## src/sv/mcys_ram.sv

```systemverilog
// ----------------------------------------------------------------------------
// mcys_ram
// Generic RAM: one write port, two read ports with registered read data.
// ----------------------------------------------------------------------------
`default_nettype none

module mcys_ram #(
    parameter int WIDTH = 8,
    parameter int DEPTH = 16
) (
    input  wire logic                     i_clk,
    input  wire logic                     i_we,
    input  wire logic [$clog2(DEPTH)-1:0] i_waddr,
    input  wire logic [WIDTH-1:0]         i_wdata,
    input  wire logic                     i_re,
    input  wire logic [$clog2(DEPTH)-1:0] i_raddr0,
    input  wire logic [$clog2(DEPTH)-1:0] i_raddr1,
    output logic      [WIDTH-1:0]         o_rdata0,
    output logic      [WIDTH-1:0]         o_rdata1
);

    logic [WIDTH-1:0] r_mem [DEPTH];

    always_ff @(posedge i_clk) begin
        if (i_we) begin
            r_mem[i_waddr] <= i_wdata;
        end
        if (i_re) begin
            o_rdata0 <= r_mem[i_raddr0];
            o_rdata1 <= r_mem[i_raddr1];
        end
    end

endmodule

`default_nettype wire

```

## config.mk

```make
export PLATFORM = sky130hd
export DESIGN_NAME = mcys_ram
export DESIGN_NICKNAME = d
export VERILOG_FILES = /design/src/sv/mcys_ram.sv
export SDC_FILE = /design/constraint.sdc
export NUM_CORES = 1
export LEC_CHECK = 0
export BUFFER_PORTS_ARGS = -buffer_cell sky130_fd_sc_hd__buf_2
export CORE_MARGIN = 1
export CORE_UTILIZATION = 30
export DETAILED_ROUTE_END_ITERATION = 6
export PLACE_DENSITY = 0.52
export SYNTH_ARGS = -nofsm -noshare
export SYNTH_HDL_FRONTEND = slang
export SYNTH_SLANG_ARGS = --single-unit
```

## constraint.sdc

```tcl
create_clock -name i_clk -period 2 [get_ports i_clk]
set_input_delay 0.2 -clock i_clk [delete_from_list [all_inputs] [get_ports i_clk]]
set_output_delay 0.2 -clock i_clk [all_outputs]
set_load 0.05 [all_outputs]
```

### Word level (Yosys, flattened, before mapping)

Memory sizes are Yosys's and may differ from the RTL's. A register that Yosys moved wholly into a read port is not among the register bits.
Cells that the tools add are included.

| operators by class | value |
|---|---|
| add/subtract/negate cells | 0 |
| multipliers | 0 |
| div/mod/pow operators | 0 |
| magnitude comparators | 0 |
| equal/unequal tests | 0 |
| shift operators | 0 |
| multiplexer cells | 2 |
| bitwise operators | 0 |
| reductions and logical operators | 0 |

Operators with widths:

| operator | count |
|---|---|
| $mux W1 | 2 |

| storage, ports and cells | value |
|---|---|
| register bits after elaboration | 0 |
| bits in latches | 0 |
| bits in writable memories | 128 |
| memory bits (read-only) | 0 |
| bits of input ports | 23 |
| output and inout bits | 16 |
| logic and storage cells | 3 |
| memories | 1 |

Memories:

| memory | words | width | read ports | clocked after Yosys merged registers in | write ports | RTL line | text |
|---|---|---|---|---|---|---|---|
| r_mem | 16 | 8 | 2 | 2 | 1 | 22 | `logic [WIDTH-1:0] r_mem [DEPTH];` |

### Logic depth before layout (Yosys ltp)

Gate-level depths: netlist (run 1).

| logic depth | value |
|---|---|
| depth after elaboration | 2 |
| gate-level depth with buffers | 5 |
| gate-level depth less buffers | 3 |

### Least setup slack after synthesis (run 1)

No wires, ideal clock.

| timing | value |
|---|---|
| kind | input-to-reg |
| start point | in i_waddr[2] |
| end point | mem r_mem[0][0], enable pin |
| setup time | 383 ps |
| arrival time | 1310 ps |
| slack | 307 ps |
| cell stages on the path | 2 |
| path buffers | 0 |
| cell sequence | or3b_2 nor3_1 |

RTL lines:

| what | RTL line | text |
|---|---|---|
| start: declaration | 13 | `input wire logic [$clog2(DEPTH)-1:0] i_waddr,` |
| end: declaration | 22 |  |

No word-level cell before the write port.

==> results.md, run 1 <==
- The flow ran to the end, and the final reports show no timing, DRC or antenna violations.
- The post-layout worst setup margin is 0.334 ns.
- The power per standard cell area is 935 mW/mm^2.
- The worst setup path is of the flip-flop to flip-flop kind.
- Data on the critical path arrives at its endpoint at 1.83 ns.
- In this run the biggest area consumer among cell types represents 66.5% of the synthesized area.
- The total via count after detailed routing is 3,406.
- The post-CTS repair timing setup buffer count is 0.
- The setup slack of the most critical reg-to-reg path is 0.33 ns.
- For the worst setup path, the data required time is 2.16 ns.
- The sequential share of the synthesized area is 66.5%.
- STA classifies the critical path endpoint as a flip-flop.
- The final cycle utilization of the critical path is 83.3%.
- For this design the static power due to leakage is 2.61 nW.
- Setup repair after global routing left no endpoint under its margin.
- The number of flip-flops and latches in the synthesized netlist is 144.
- The synthesized netlist occupies a cell area of 0.00651 sq mm.
- The worst hold path belongs to the class input port to flip-flop.
- Counting buffers and inverters, the worst setup path is 3 cells deep.
- The filler cells instantiated in the layout total 1,915.
- The net count of the mapped netlist is 330.
- The critical path startpoint category is a flip-flop.
- During I/O placement, the number of pins put on the boundary was 39.
- The maximum number of pins on one net before global-route repair is 33.
- The number of max-slew violations in the final report is 0.
- Clock-pin slew was measured on the worst setup and hold paths at 0.06 ns.
- The met2 wire length is 7700 um.
- Summed over all nets, the half-perimeter wirelength after detailed placement is 10,100 um.
- In this run the worst path has a maximum fanout of 2.
- Detailed routing placed a total of 978 um of wire on met3.
- In the final layout, the multi-input gates occupy 0.00201 sq mm.
- The tool flagged a number of max-cap violations equal to 0.
- The buffering stage count on the worst path with inverters included is 0.
- On the worst path, the slowest cell contributes a delay of 0.60 ns.
- The source of the worst hold timing path is i_wdata[6].
- The fraction of the core area covered by cells at the end of the flow is 36.5%.
- Once the clock tree was built, the resizer swapped 0 gates to a different size.
- The clock buffer count from CTS is 17.
- The repair_antennas step left the layout with diodes totalling 0.
- Buffers placed on the I/O ports in this run total 38.
- The number of cells on the worst reg-to-reg path is 3.
- At the end of the flow, the number of nets in the layout was 391.
- At the later pin of the worst-skew pair, clock insertion delay measures 0.42 ns.
- The first-pass iteration count of the detailed router is 5.
- The post-route minimum period is 1.67 ns.
- The die span in x is 149 um.
- The total wire length after detailed routing is 15,400 um.
- CTS built an H-tree with a depth of 4.
- Once layout is complete, the cells apart from fillers number 656.
- The overall routing resource usage is 14.8%.
- Row generation in the floorplan step produced 53 rows.
- The critical path goes through mux4_4 > a22oi_1 > nand2_1.
- After detailed routing, the average wire length per cell comes to 23.5 um.
- The footprint of the flip-flops and latches is 0.00432 sq mm.
- Between clock sinks in the finished design, the worst skew comes to 0.00771 ns.
- The initial antenna violation count came to 0.
- The cell family contributing the most delay on the critical path is multiplexers.
- Timing would allow up to 0.600 GHz.
- The starting utilization of the core area is 30.8%.
- The count of final setup violators is 0.
- The number of placed cells counting well taps is 624.
- For this design, the CTS-stage hold fixing added 0 buffers.
- The overall die area is 0.0223 sq mm.
- The normalized max-slew margin is 38.4%.
- The post-route netlist has 33.9% of its cells at a drive strength greater than 1.
- The clock passes through at most 2 buffers.
- Using the TritonRoute via totals, the vias-per-cell ratio works out to 5.19.
- The height of the chip is 149 um.
- The total overflow reported by the global router is 0.
- The peak supply drop is 0.490 mV.
- The first-pass GRT wire length is 22,700 um.
- The number of standard cells after synthesis is 307.
- By area the synthesized netlist is led by edfxtp_1 66%, mux4_2 12%, mux4_1 11%.
- The slowest stage of the critical path is the mux4_4 cell.
- The number of violations reported at the end of detailed-routing iteration 0 is 288.
- The number of global-route vias before repair was 3,579.
- The cell type contributing the most total cell area after synthesis is edfxtp_1.
- The number of endpoints with negative hold slack in the final report is 0.
- From synthesis to final layout, the design area changed by 18.6%.
- The startpoint identified for the worst register-to-register timing path is r_mem[3][7].
- The routability-driven placement congestion ratio is 0.723.
- The number of sinks on the clock net is 144.
- For this run, the number of Yosys warnings is 0.
- The average instance in the mapped netlist occupies 21.2 sq um.
- For this block, wires on met1 add up to 6520 um.
- The residual DRC count is 0.
- The endpoint of the most critical register-to-register path is o_rdata1[7].
- The cell at the root of the clock tree is clkbuf_16.
- At the pin with the least slew margin, the transition time is 0.922 ns.
- The core region is 0.0212 sq mm.
- The top layer used by detailed routing is met4.
- The cell count of the worst hold path is 1.
- After synthesis, the netlist uses 19 different library cells.
- The total negative slack is 0 ns.
- For hold timing, the worst endpoint is r_mem[9][6].
- The setup slack after placement is 0.0293 ns.
- The CTS tree is built.
- The detail route stage leaves a number of antenna-violating nets equal to 0.
cell usage in the layout, fill, tap and decap left out:
cell type / instances
clkinvlp_4: 3
nand2_1: 17
nand3_1: 1
inv_6: 1
a22oi_1: 32
and2b_1: 2
or3b_2: 1
nor3_1: 4
clkinv_4: 3
mux4_1: 28
buf_4: 18
mux4_2: 34
nand2b_1: 2
buf_2: 38
clkbuf_16: 17
and2_1: 2
nor2b_1: 2
nor2_1: 14
clkinv_2: 3
bufinv_16: 3
edfxtp_1: 144
mux4_4: 2
buf_12: 6
clkbuf_1: 2
nand3b_1: 2
power by group:
part           total, mW  internal (mW)  switching [mW]
registers           3.45           3.42          0.0320
logic              0.610          0.239           0.371
clock network       3.16           1.96            1.20
total               7.22           5.62            1.60
routing by layer:
| layer | vias to the layer above | GRT usage (%) |
|---|---|---|
| li1 | 1478 | - |
| met5 | - | 0 |
| met4 | 0 | 5.31 |
| met3 | 21 | 3.55 |
| met1 | 1789 | 19.2 |
| met2 | 118 | 24.2 |
worst max-delay path by stage:
stage                      startpoint           to  slack [ns]
after floorplan            i_waddr[2]  r_mem[0][0]        0.31
after global placement    i_raddr1[0]  o_rdata1[7]        0.06
after detailed placement  i_raddr1[0]  o_rdata1[7]        0.03
after CTS                 r_mem[1][7]  o_rdata1[7]        0.28
after global routing      r_mem[3][7]  o_rdata1[7]        0.27
final                     r_mem[3][7]  o_rdata1[7]        0.33
layout make-up:
type                            count  share of cell area, %
Clock buffer                       19                   5.61
Clock inverter                     13                   2.11
Multi-Input combinational cell    143                   26.0
Sequential cell                   144                   56.0
Tap cell                          275                   4.46
Timing Repair Buffer               62                   5.77
cells in the mapped netlist:
cell	n
edfxtp_1	144
mux4_2	34
a22oi_1	32
mux4_1	28
nand2_1	17
nor2_1	14
buf_2	6
buf_6	6
clkdlybuf4s25_2	6
nor3_1	4
and2_1	2
and2b_1	2
buf_4	2
mux4_4	2
nand2b_1	2
nand3b_1	2
nor2b_1	2
nand3_1	1
or3b_2	1
state kept, by name, indices dropped and copies added (netlist names):
register  flops
o_rdata0      8
o_rdata1      8
r_mem       128
logic make-up (layout without fill, tap and decap cells):
group	after synthesis	count (layout)	synth area share, %
flops	144	144	66.5
simple gates	47	47	3.35
mux	64	64	23.8
buf+inv	20	94	2.65
compound gates	32	32	3.69
per-stage QoR:
step / cell area [sq um] / hold WS [ns] / total power, mW
6_report: 7720 / 0.160 / 7.22
5_1_grt: 7720 / 0.156 / 7.45
4_1_cts: 7720 / 0.144 / 7.30
3_5_place_dp: 7120 / 0.592 / 4.13
3_3_place_gp: 7120 / 0.595 / 4.13
2_1_floorplan: 6510 / 0.299 / 3.91
Note: power is estimated with default switching activity, not from simulation.
==> run 2: changes to the inputs <==
==> constraint.sdc (replaced) <==
create_clock -name i_clk -period 1.6 [get_ports i_clk]
set_input_delay 0.16 -clock i_clk [delete_from_list [all_inputs] [get_ports i_clk]]
set_output_delay 0.16 -clock i_clk [all_outputs]
set_load 0.05 [all_outputs]
==> run 2 against run 1 <==
Against the previous run:
- count of clock-buffer cells in the layout is 1 lower
- first-iteration DRC count shrank 34%
- setup slack worse by 0.29 ns
- core utilization rose by 0.28 points
- design area increased by 0.76%
- critical path depth is the same
- non-clock buffer count up 10
- clock skew grew 0.0017 ns
- sequential cell count unchanged
- clock power up 20%
- critical endpoint is now o_rdata1[1]
- largest power group unchanged
==> results.md, run 2 (synthesis results as in run 1) <==
- The number of global-route vias before repair is 3,792.
- The setup slack after placement is -0.229 ns.
- IR analysis of the VDD net gives a maximum drop of 0.556 mV.
- The number of placed cells counting well taps is 634.
- The setup clock skew after layout is 0.00939 ns.
- After detailed routing, the average wire length per cell comes to 23.1 um.
- The power per standard cell area is 1140 mW/mm^2.
- In the final layout, the registers with the most flip-flops are r_mem (128), o_rdata0 (8), o_rdata1 (8).
- In the detailed route, the total length drawn on met2 is 7670 um.
- The total wire length after detailed routing is 15,400 um.
- Buffers inserted to repair hold after CTS numbered 0.
- The flip-flop count of the largest register after layout is 128.
- The initial antenna violation count was 0.
- 0 antenna diodes ended up in the layout.
- Measured along the x axis, the die boundary spans 149 um.
- The later pin in the worst-skew pair is clocked with a latency of 0.42 ns.
- STA classifies the critical path endpoint as a flip-flop.
- The leakage power is 2.65 nW.
- The wire length on met1 is 6600 um.
- The arrival time of the worst setup path is 1.70 ns.
- Routability-driven placement finished with a final weighted congestion of 0.750.
- The upper clock frequency limit is 0.644 GHz.
- The placeable core area is 0.0212 sq mm.
- The fraction of layout cells with a size suffix above 1 is 36.6%.
- The peak per-stage delay on the critical path is 0.51 ns.
- Across all setup checks in the final design, the least slack found is 0.0483 ns.
- The critical path start-end classification is flip-flop to flip-flop.
- The worst setup path is launched from a flip-flop.
- The height of the chip is 149 um.
- The signal on the critical path passes through mux4_1 > a22oi_1 > nand2_1.
- In the routed design, unresolved DRC markers number 0.
- The largest register by flop count is r_mem.
- The count of final setup violators is 0.
- For the pin with the worst max-slew slack, the measured transition is 0.881 ns.
- The first-pass GRT wire length is 23,500 um.
- The cell type of the slowest stage on the worst timing path is mux4_1.
- Detailed placement ended at an HPWL of 10,500 um.
- Compared with the post-synthesis result, the final layout area differs by 19.5%.
- Global routing consumed, over all layers together, 15.0% of the routing resources.
- Row generation in the floorplan step produced 53 rows.
- Entering global routing, the biggest net connects 31 pins.
- The I/O pin count is 39.
- At the end of the flow, the number of nets in the layout was 401.
- The post-CTS clock slew at the launch and capture registers of the worst setup and hold paths is 0.07 ns.
- The total overflow reported by the global router is 0.
- The number of sinks on the clock net is 144.
- The number of antenna-violating nets in the routed design is 0.
- The top layer used by detailed routing is met4.
- The post-route minimum period is 1.55 ns.
- The run finished with clean final reports.
- The largest driver fanout on the critical path is 2.
- The number of endpoints with negative hold slack in the final report is 0.
- The number of max-slew violations in the final report was 0.
- The count of buffers added on input and output ports is 38.
- The clock tree synthesis step divided the H-tree into 4 levels.
- TritonCTS built the clock tree.
- Before antenna repair, the detailed router went through 6 iterations.
- The tool flagged a number of max-cap violations equal to 0.
- Setup repair after global routing left no endpoint under its margin.
- Dividing the detail-routed via count by the number of cells gives 5.19.
- The cell at the root of the clock tree is clkbuf_16.
- Headroom to the max-slew limit came out at 41.1%.
- For this configuration, the core starts out at a cell density of 30.8%.
- The final critical path takes up 97.0% of the cycle.
- The overall die area is 0.0223 sq mm.
- In the layout the commonest cells are 144 x edfxtp_1, 38 x buf_2, 34 x mux4_2, 29 x a22oi_1, 29 x buf_4.
- The number of clock buffers added by TritonCTS is 17.
- The detailed router finished its first iteration with 190 violations.
- The number of buffers on the longest clock path is 2.
- At the worst endpoint, the required time is 1.75 ns.
- Leaving out fill and tap cells, the most frequent cell in the layout is edfxtp_1.
- The detailed route wirelength on metal3 is 938 um.
- The type of the worst min-delay path is input port to flip-flop.
- The finished layout holds 666 standard cells, fillers aside.
- The total via count after detailed routing is 3,455.
run 2: report_power, final:
part / switching, mW / leakage [nW] / internal (mW)
Sequential: 0.0446 / 1.32 / 4.27
Clock: 1.52 / 0.277 / 2.29
Combinational: 0.462 / 1.06 / 0.314
Total: 2.02 / 2.65 / 6.87
run 2: area by class of cell:
class                           count  area (sq um)
Clock buffer                       18           429
Clock inverter                     14           143
Fill cell                        1930         13400
Multi-Input combinational cell    143          2030
Sequential cell                   144          4320
Tap cell                          275           344
Timing Repair Buffer               72           508
run 2: worst paths after layout:
path	from	endpoint	slack, ns	cells after the start
hold reg to reg	r_mem[14][3]	o_rdata1[3]	0.78	3
setup reg to reg	r_mem[10][1]	o_rdata1[1]	0.05	3
hold / removal	i_wdata[0]	r_mem[10][0]	0.12	1
setup / recovery	r_mem[10][1]	o_rdata1[1]	0.05	3
run 2: what timing repair did:
item	in CTS	in global routing
setup buffers	0	0
gates resized for setup	0	3
setup endpoints to repair	0	3
run 2: per-layer routing:
metal	vias to the layer above	global-route usage, %
li1	1500	-
met5	-	0
met1	1829	19.3
met4	0	5.00
met2	116	24.6
met3	10	3.85
run 2: metrics by stage:
stage	hold slack, ns	TNS [ns]	utilization (%)	cell area (sq um)	power (mW)
after detailed placement	0.558	-2.37	34.0	7190	5.18
after global routing	0.116	0	36.8	7780	9.19
after floorplan	0.259	0	-	6510	4.88
after global placement	0.549	-2.03	34.0	7190	5.17
final	0.118	0	36.8	7780	8.90
after CTS	0.107	0	36.7	7760	8.99
run 2: critical path, delay by kind of cell (launching register included):
kind	cells	cell delay [ns]
flops	1	0.38
simple gates	1	0.10
mux	1	0.51
compound gates	1	0.30
==> run 3: changes to the inputs <==
--- a/config.mk
+++ b/config.mk
@@ -10,6 +10,7 @@
 export CORE_UTILIZATION = 30
 export DETAILED_ROUTE_END_ITERATION = 6
 export PLACE_DENSITY = 0.52
+export REMOVE_ABC_BUFFERS = 1
 export SYNTH_ARGS = -nofsm -noshare
 export SYNTH_HDL_FRONTEND = slang
 export SYNTH_SLANG_ARGS = --single-unit
==> run 3 against run 2 <==
Against the previous run:
- first-iteration DRC count increased by 57%
- largest power group unchanged
- power down 0.43%
- via count is 1.1% lower
- die area unchanged
- highest routed layer unchanged
- final cell count is 1.1% lower
- critical endpoint is now o_rdata0[5]
==> results.md, run 3 (synthesis results as in run 1) <==
- The flow ran to the end, and the final reports show no timing, DRC or antenna violations.
- The type of the worst min-delay path is input port to flip-flop.
- The CTS tree is built.
- The number of endpoints with negative hold slack in the final report is 0.
- The total overflow left after global routing is 0.
- The flip-flop count of the largest register after layout is 128.
- Walking the worst path, the cells encountered are mux4_1 > a22oi_2 > nand2_1.
- For this configuration, the core starts out at a cell density of 30.8%.
- The die span in x is 149 um.
- The height of the chip is 149 um.
- The worst hold path begins at i_wdata[2].
- In this run the static leakage power is 2.62 nW.
- Along the worst path, the maximum fanout reaches 2.
- The fraction of layout cells with a size suffix above 1 is 35.2%.
- The total negative slack is 0 ns.
- The number of core rows is 53.
- On the final layout, the worst clock skew is 0.00869 ns.
- The worst hold path terminates at r_mem[6][2].
- The total power consumption of the routed design is 8.86 mW.
- The per-cell routed wire length is 23.5 um.
- Routability-driven placement finished with a final weighted congestion of 0.755.
- The first TritonRoute pass finished after 4 iterations.
- On the final layout, the worst hold slack is 0.118 ns.
- After detailed routing, the number of vias per cell comes to 5.18.
- The number of violations of the max-capacitance limit is 0.
- Counting cells, the worst reg-to-reg path comes to 3.
- The endpoint required time on the critical path is 1.77 ns.
- The setup slack of the most critical reg-to-reg path is 0.03 ns.
- The peak per-stage delay on the critical path is 0.54 ns.
- Across the VDD grid, the largest voltage drop is 0.598 mV.
- The number of sinks on the clock net is 144.
- The number of max-slew violations in the final report is 0.
- The number of global-route vias before repair is 3,602.
- Setup repair after global routing left no endpoint under its margin.
- The post-CTS clock slew at the launch and capture registers of the worst setup and hold paths is 0.06 ns.
- From synthesis to final layout, the design area changed by 19.1%.
- Once detailed placement completed, the half-perimeter wirelength came to 10,000 um.
- The H-tree was split into 4 levels.
- Global routing consumed, over all layers together, 14.9% of the routing resources.
- Counting along the longest clock path gives a buffer depth of 2.
- The largest registers in the layout are r_mem (128), o_rdata0 (8), o_rdata1 (8).
- The total via count after detailed routing is 3,416.
- In the layout the commonest cells are 144 x edfxtp_1, 38 x buf_2, 34 x mux4_2, 29 x a22oi_1, 28 x mux4_1.
- The net count of the finished layout is 395.
- The number of antenna repair diodes is 0.
- The maximum number of pins on one net before global-route repair is 31.
- The first global-routing pass estimated 22,800 um of wire.
- Post-CTS timing repair inserted 0 buffers for setup.
- The residual DRC count is 0.
- The met2 track demand over resource is 24.6%.
- Data arrives at the worst endpoint at 1.73 ns.
- The slew of the pin with the lowest slew margin is 1.05 ns.
- Dividing total power by cell area gives a power density of 1140 mW/mm^2.
- After global routing, the most crowded layer is met2.
- Summed over all layers, the routed wires come to 15,500 um.
- The detailed router finished its first iteration with 298 violations.
- The largest individual stage delay along the critical path comes from the cell mux4_1.
- Across the whole layout, storage elements account for 0.00432 sq mm.
- The critical path start-end classification is flip-flop to flip-flop.
- Timing would allow up to 0.638 GHz.
- CTS placed an instance of clkbuf_16 at the clock tree root.
- The clock buffer count from CTS is 17.
- Measured on the finished design, the core utilization comes to 36.6%.
- The worst setup path is launched from a flip-flop.
- Headroom to the max-slew limit came out at 29.5%.
- The routing usage on met1 is 19.4%.
- Setup violations remaining at the end of the flow were counted as 0.
- The most common library cell in the layout ignoring fill and taps is edfxtp_1.
- After layout, the worst path uses 97.9% of the clock period.
- The initial antenna violation count is 0.
- The number of port buffers is 38.
- The I/O pin count is 39.
- The placeable core area is 0.0212 sq mm.
- The die covers 0.0223 sq mm.
- The worst register-to-register path ends at o_rdata0[5].
- The number of antenna-violating nets in the routed design is 0.
- The startpoint identified for the worst register-to-register timing path is r_mem[2][5].
- The met3 track demand over resource is 4.01%.
- The cell count of the worst hold path is 1.
- The area occupied by multi-input gates is 0.00202 sq mm.
- The filler cells instantiated in the layout total 1,908.
- The post-route minimum period is 1.57 ns.
- The insertion delay to the later sink of the worst-skew pair is 0.42 ns.
- STA classifies the critical path endpoint as a flip-flop.
- The largest register by flop count is r_mem.
run 3: how the worst max path moves through the flow:
| stage | slack [ns] | start | endpoint | depth (start not counted) |
|---|---|---|---|---|
| final | 0.03 | r_mem[2][5] | o_rdata0[5] | 3 |
| after detailed placement | -0.20 | i_raddr1[0] | o_rdata1[0] | 5 |
| after floorplan | -0.05 | i_waddr[2] | r_mem[0][0] | 2 |
| after global routing | 0.0006 | r_mem[1][3] | o_rdata0[3] | 3 |
| after global placement | -0.19 | i_raddr1[0] | o_rdata1[0] | 5 |
| after CTS | 0.009 | r_mem[9][2] | o_rdata0[2] | 3 |
run 3: what timing repair did:
action | 4_1_cts | 5_1_grt
setup endpoints to repair | 1 | 2
pin swaps | 0 | 1
gates resized for setup | 1 | 2
hold buffers | 0 | 0
run 3: critical path, delay by kind of cell, from the launching register on:
kind / cells / cell delay, ns
AOI/OAI and AO/OA: 1 / 0.29
DFF: 1 / 0.40
muxes: 1 / 0.54
and+or+nand+nor: 1 / 0.09
run 3: metrics by stage:
step	instances	area (sq um)	setup WS, ns
6_report	659	7750	0.0332
5_1_grt	659	7750	0.000627
2_1_floorplan	287	6330	-0.0529
4_1_cts	659	7740	0.00922
3_3_place_gp	628	7170	-0.187
3_5_place_dp	628	7170	-0.195
run 3: routing by layer:
metal,wire length [um],vias to the layer above
met1,6730,1817
met2,7820,105
met3,791,7
li1,-,1487
met4,127,0
met5,0,-
run 3: final cells by class:
cell class	count	area share (%)
Clock inverter	14	1.84
Timing Repair Buffer	66	6.30
Multi-Input combinational cell	143	26.1
Tap cell	275	4.44
Clock buffer	17	5.49
Sequential cell	144	55.8
run 3: power breakdown:
| group | leakage, nW | switching [mW] | total, mW | internal, mW |
|---|---|---|---|---|
| clock | 0.267 | 1.49 | 3.77 | 2.28 |
| sequential | 1.32 | 0.0405 | 4.31 | 4.27 |
| combinational | 1.04 | 0.466 | 0.777 | 0.311 |
| total | 2.62 | 2.00 | 8.86 | 6.86 |
